==> src/rtl/chacha20_stream_cipher_unit_macros.svh <==
// ----------------------------------------------------------------------------
// chacha20 stream cipher unit assertion macros
// shared property wrappers for the cipher unit checks
// ----------------------------------------------------------------------------
`ifndef CHACHA20_STREAM_CIPHER_UNIT_MACROS_SVH
`define CHACHA20_STREAM_CIPHER_UNIT_MACROS_SVH

// same-cycle implication, disabled while reset is asserted
`define CC20_ASSERT_SAME(label, clk, rst_n, ante, cons, msg) \
    label: assert property (@(posedge clk) disable iff (!rst_n) (ante) |-> (cons)) \
        else $error(msg);

// next-cycle implication, disabled while reset is asserted
`define CC20_ASSERT_NEXT(label, clk, rst_n, ante, cons, msg) \
    label: assert property (@(posedge clk) disable iff (!rst_n) (ante) |=> (cons)) \
        else $error(msg);

`endif

==> src/rtl/cc20_pkg.sv <==
// ----------------------------------------------------------------------------
// cc20_pkg
// shared types and constants of the chacha20 stream cipher unit
// ----------------------------------------------------------------------------
package cc20_pkg;

    // number of double rounds per keystream block
    localparam int CC_DOUBLE_ROUNDS = 10;

    // words in one cipher state
    localparam int CC_WORDS = 16;

    // full cipher state, word i in element i
    typedef logic [CC_WORDS-1:0][31:0] t_state;

    // control of the shared round unit: column or diagonal pass, step of the quarter round
    typedef struct packed {
        logic       diag;
        logic [1:0] step;
    } t_round_ctl;

    // configuration register indexes, 8 bytes apart on the apb port
    typedef enum logic [2:0] {
        REG_KEY_0_7,
        REG_KEY_8_15,
        REG_KEY_16_23,
        REG_KEY_24_31,
        REG_NONCE_0_7,
        REG_NONCE_8_11,
        REG_INIT_CTR
    } t_cfg_reg;

endpackage

==> src/rtl/cc20_round_unit.sv <==
// ----------------------------------------------------------------------------
// cc20_round_unit
// one quarter-round step applied to four lanes at once (columns or diagonals)
// ----------------------------------------------------------------------------
module cc20_round_unit (
    input  cc20_pkg::t_state     i_x,
    input  cc20_pkg::t_round_ctl i_ctl,
    output cc20_pkg::t_state     o_x
);
    import cc20_pkg::*;

    // step codes of one quarter round
    localparam logic [1:0] STEP_AB_D16 = 2'd0;
    localparam logic [1:0] STEP_CD_B12 = 2'd1;
    localparam logic [1:0] STEP_AB_D8  = 2'd2;
    localparam logic [1:0] STEP_CD_B7  = 2'd3;

    // fixed left rotation chosen by the step
    function automatic logic [31:0] rot_by_step(input logic [31:0] v, input logic [1:0] step);
        logic [31:0] r;
        unique case (step)
            STEP_AB_D16: r = {v[15:0], v[31:16]};
            STEP_CD_B12: r = {v[19:0], v[31:20]};
            STEP_AB_D8:  r = {v[23:0], v[31:24]};
            STEP_CD_B7:  r = {v[24:0], v[31:25]};
            default:     r = v;
        endcase
        return r;
    endfunction

    // four independent lanes, each one add, xor and rotate
    always_comb begin
        logic [3:0]  idx_a;
        logic [3:0]  idx_b;
        logic [3:0]  idx_c;
        logic [3:0]  idx_d;
        logic [31:0] sum;
        logic [31:0] mix;
        o_x = i_x;
        for (int lane = 0; lane < 4; lane++) begin
            idx_a = 4'(lane);
            idx_b = {2'b01, 2'(lane + int'(i_ctl.diag))};
            idx_c = {2'b10, 2'(lane + 2 * int'(i_ctl.diag))};
            idx_d = {2'b11, 2'(lane + 3 * int'(i_ctl.diag))};
            if (!i_ctl.step[0]) begin
                sum = i_x[idx_a] + i_x[idx_b];
                mix = rot_by_step(i_x[idx_d] ^ sum, i_ctl.step);
                o_x[idx_a] = sum;
                o_x[idx_d] = mix;
            end else begin
                sum = i_x[idx_c] + i_x[idx_d];
                mix = rot_by_step(i_x[idx_b] ^ sum, i_ctl.step);
                o_x[idx_c] = sum;
                o_x[idx_b] = mix;
            end
        end
    end

endmodule

==> config.mk <==
export PLATFORM = sky130hd
export DESIGN_NAME = cc20_round_unit
export DESIGN_NICKNAME = d
export VERILOG_FILES = /design/src/rtl/chacha20_stream_cipher_unit_macros.svh /design/src/rtl/cc20_pkg.sv /design/src/rtl/cc20_round_unit.sv
export SDC_FILE = /design/constraint.sdc
export NUM_CORES = 2
export LEC_CHECK = 0
export BUFFER_PORTS_ARGS = -buffer_cell sky130_fd_sc_hd__buf_2
export CORE_AREA = 2 2 395 397
export DETAILED_ROUTE_END_ITERATION = 10
export DIE_AREA = 0 0 397 399
export PLACE_DENSITY = 0.46
export SLEW_MARGIN = 0
export SYNTH_ARGS = -nofsm -noshare
export SYNTH_HDL_FRONTEND = slang
export SYNTH_SLANG_ARGS = --single-unit
==> constraint.sdc <==
create_clock -name vclk -period 9.8
set_input_delay 1.96 -clock vclk [all_inputs]
set_output_delay 1.96 -clock vclk [all_outputs]
set_load 0.005 [all_outputs]
---- Word level (Yosys, flattened, before mapping) ----
Index checks and enable logic that the tools add are counted.
storage, ports and cells
  bits in registers ....................... 0
  latch bits .............................. 0
  RAM bits ................................ 0
  bits in read-only memories .............. 0
  input bits .............................. 515
  word-level logic and storage cells ...... 146
  memories ................................ 0
operators by class
  $add $sub $neg .......................... 17
  multiply operators ...................... 1
  divide/modulo/power cells ............... 0
  order comparisons ....................... 24
  eq/ne operators ......................... 3
  shifts and indexed selects .............. 0
  mux-type cells .......................... 80
  bitwise gates (word level) .............. 8
  reduce and logical (&&, ||, !) cells .... 13
operators with widths
  kind                 number
  $bwmux 512           12
  $mux 512             4
  $mux 32              34
  $pmux 32 s4          8
  $bmux 32 s2          10
  $demux 32 s2         10
  $add 32x32->32       8
  $xor 32x32->32       8
  $demux 32 s1         2
  $lt 4x5->1 const B   8
  $ge 4x1->1 const B   8
  $lt 3x5->1 const B   4
  $ge 3x1->1 const B   4
  $logic_and 1x1->1    12
  $add 2x2->2 const A  5
  $add 2x1->2 const A  2
  $eq 2x2->1 const B   2
  $add 1x1->2 const A  1
  $add 1x2->2 const A  1
  $eq 2x1->1 const B   1
  $logic_not 2->1      1
  $mul 2x1->2 const A  1

---- Depth between registers and ports, before layout ----
  depth in word-level cells ............... 18
  mapped depth ............................ 22
  mapped depth without buffers ............ 15

---- Worst setup path before layout ----
OpenSTA, ideal clock, no wires.
  kind .................................... in2out
  start ................................... input port i_ctl[2] (netlist bit)
  end ..................................... output port o_x[202] (netlist bit)
  arrival ................................. 7.177 ns
  data required time ...................... 7.840 ns
  slack ................................... 0.663 ns
  stages .................................. 21
  path buffers ............................ 9
  cell sequence ........................... clkbuf_1 -> buf_2 -> buf_2 -> buf_2 -> buf_2 -> buf_2 -> clkbuf_1 -> clkbuf_1 -> mux2_2 -> ha_1 -> buf_4 -> a21o_1 -> a21o_1 -> a21oi_2 -> mux2_4 -> a221o_1 -> a311oi_1 -> xnor2_1 -> mux4_2 -> mux2_2 -> a21oi_2
RTL lines
  what             line                  RTL
  start, declared  cc20_round_unit.sv:7  input cc20_pkg::t_round_ctl i_ctl,
  end, declared    cc20_round_unit.sv:8  output cc20_pkg::t_state o_x

==> reports/metrics.json <==
{
  "avgSynthCellArea": {"value": 6.74, "unit": "sq um"},
  "worst_path_most_repeated_cell": {"value": "buf_4"},
  "die_footprint": {"value": 158000, "unit": "sq um"},
  "grt_first_pass_wirelength": {"value": 468000, "unit": "um"},
  "synth.yosys.warnings": {"value": 0},
  "timing_max_transition_violations_final": {"value": 0},
  "placement_rows": {"value": 144},
  "startpoint_type": {"value": "input port"},
  "core-area": {"value": 154000, "unit": "sq um"},
  "die-height": {"value": 399, "unit": "um"},
  "global_route.overflow_total": {"value": 0},
  "postSynthNetCount": {"value": 6451},
  "detail_route.wl_per_cell": {"value": 41.2, "unit": "um"},
  "syn_to_final_growth": {"value": 27.8, "unit": "%"},
  "setup_slack": {"value": 0.0695, "unit": "ns"},
  "viasPerCell": {"value": 6.12},
  "kind_of_critical_path": {"value": "input port to primary output"},
  "worst_slew_pin_slew": {"value": 1.34, "unit": "ns"},
  "first_drt_pass_iteration_count": {"value": 8},
  "synth.largest_area_cell": {"value": "mux2_2"},
  "hold_path_class": {"value": "input port to primary output"},
  "post_cts_hold_buffer_count": {"value": 0},
  "hold_path.startpoint": {"value": "i_x[110]"},
  "design.portCount": {"value": 1027},
  "starting_density_of_the_core": {"value": 0.249},
  "syn-cell-area": {"value": 38300, "unit": "sq um"},
  "antenna_found_initial": {"value": 51},
  "total_drc_errors_in_the_routed_layout": {"value": 0},
  "max-slew-margin-rel": {"value": 0.103},
  "num-fill-cells": {"value": 17400},
  "die-width": {"value": 397, "unit": "um"},
  "dpl.cell_count": {"value": 8866},
  "replace_congestion": {"value": 1.10},
  "fin_crit_sh": {"value": 0.993},
  "synth_largest_type_area_fraction": {"value": 0.0847},
  "grt_max_degree": {"value": 166},
  "critical_path.endpoint_type": {"value": "primary output"},
  "final_setup_violating_endpoints": {"value": 0},
  "vias": {"value": 54500},
  "layout.sequential_cells": {"value": 0},
  "worstPathRequired": {"value": 7.84, "unit": "ns"},
  "fin_hold_ws": {"value": 4.21, "unit": "ns"},
  "netlist_instances": {"value": 5680},
  "ant_nets": {"value": 0},
  "layout.cells.most_common": {"value": "buf_2"},
  "post_synth_main_area_contributors": {"value": "mux2_2 8.5%, ha_1 8.1%, nand2_1 6.7%"},
  "rsz0062_at_grt": {"value": "no"},
  "crit_arrival": {"value": 7.77, "unit": "ns"},
  "maxCapViolations": {"value": 0},
  "wl": {"value": 367000, "unit": "um"},
  "clockBufferCount": {"value": 0},
  "min_path_cells": {"value": 4},
  "buffer_ports.inserted": {"value": 1027},
  "sequential_cell_area": {"value": 0, "unit": "sq um"},
  "cpPeakStageDelay": {"value": 1.05, "unit": "ns"},
  "worst_setup_timing_slack_at_the_placement_stage": {"value": 0.146, "unit": "ns"},
  "worstHoldEndpoint": {"value": "o_x[110]"},
  "initialDrtViolationCount": {"value": 6751},
  "finish.net_count": {"value": 7595},
  "timing.final.hold_violations": {"value": 0},
  "status": {"value": "complete, no violations"},
  "synth.yosys.seq_area_share": {"value": 0},
  "first_global_vias": {"value": 50300},
  "worstPathMaxFanout": {"value": 37},
  "drive_above_1_share": {"value": 0.296},
  "crit_path_cell_trace": {"value": "buf_8, mux2i_1, inv_1, ha_1, nand3_1, or3_1, o22ai_1, nand4_1, a21o_1, a311oi_1, xnor2_1, buf_4, a221oi_1, buf_4, o22ai_1, a21oi_1, buf_4, buf_2"},
  "fin_tns_setup": {"value": 0, "unit": "ns"},
  "critical-path-slowest-cell": {"value": "a311oi_1"},
  "postCtsSetupBuffers": {"value": 0},
  "post-route-min-period": {"value": 9.73, "unit": "ns"},
  "finalNonFillerCells": {"value": 8899},
  "max_freq": {"value": 0.103, "unit": "GHz"},
  "global_route.usage.total": {"value": 0.437},
  "synth_cell_types": {"value": 92},
  "hpwl": {"value": 325000, "unit": "um"},
  "layout_common_cells": {"value": "1024 x buf_2, 684 x nand2_1, 600 x nor2_1"}
}
==> what timing repair did <==
| action | CTS | global route |
|---|---|---|
| hold endpoints to repair | 0 | 0 |
| resized for setup | 0 | 1 |
| setup endpoints to repair | 0 | 1 |
==> cells by family after synthesis <==
kind of cell,Yosys count,share of synthesized area
muxes,540,0.158
adders and majority gates,256,0.0853
AOI/OAI and AO/OA,1904,0.332
and+or+nand+nor,1803,0.207
buffers and inverters,693,0.0698
xor gates and xnor gates,484,0.147
==> worst max path at each step <==
stage	startpoint	endpoint	slack, ns	cells past startpoint
finish	i_ctl[2]	o_x[494]	0.07	18
global route	i_ctl[2]	o_x[494]	0.07	19
CTS	i_ctl[2]	o_x[430]	0.12	17
detailed placement	i_ctl[2]	o_x[430]	0.15	17
global placement	i_ctl[2]	o_x[430]	0.13	17
floorplan	i_ctl[2]	o_x[202]	0.66	21
==> metal layers <==
layer	vias up	global-route usage	routed length, um
li1	23300	-	-
met1	26600	0.525	140000
met2	3620	0.665	155000
met3	898	0.103	34900
met4	32	0.352	36100
met5	-	0.00696	354
==> stage by stage <==
stage | utilization | instance area, sq um
floorplan | - | 38300
global placement | 0.318 | 48800
detailed placement | 0.318 | 48800
CTS | 0.318 | 48800
global route | 0.318 | 48800
finish | 0.318 | 48900
==> worst max-delay path: cells and delay by family <==
kind | cells | cell delay, ns
multiplexers | 1 | 0.52
XOR/XNOR | 1 | 0.16
buffers and inverters | 6 | 1.47
AND/OR/NAND/NOR | 3 | 0.82
adder cells (fa/ha/maj) | 1 | 0.56
AO/OA/AOI/OAI | 6 | 2.21
==> cells in the mapped netlist, drive strengths merged (20+ instances only) <==
master,instances
a211o,33
a211oi,76
a21o,129
a21oi,490
a221o,40
a22oi,25
a2bb2oi,27
a31oi,90
and2,65
and3,34
buf,95
clkbuf,368
ha,248
inv,230
mux2,289
mux2i,229
mux4,22
nand2,687
nand2b,43
nand3,94
nand4,58
nor2,605
nor2b,30
nor3,79
o211ai,93
o21a,55
o21ai,398
o21bai,26
o221ai,81
o22ai,27
o31a,20
o31ai,34
or2,32
xnor2,262
xnor3,74
xor2,123
xor3,25
==> cell type report <==
type                            instances  area [sq um]  area share
Antenna cell                           33          82.6     0.00169
Inverter                              230           878      0.0180
Multi-Input combinational cell       4987         35700       0.729
Tap cell                             2044          2560      0.0523
Timing Repair Buffer                 1605          9750       0.199
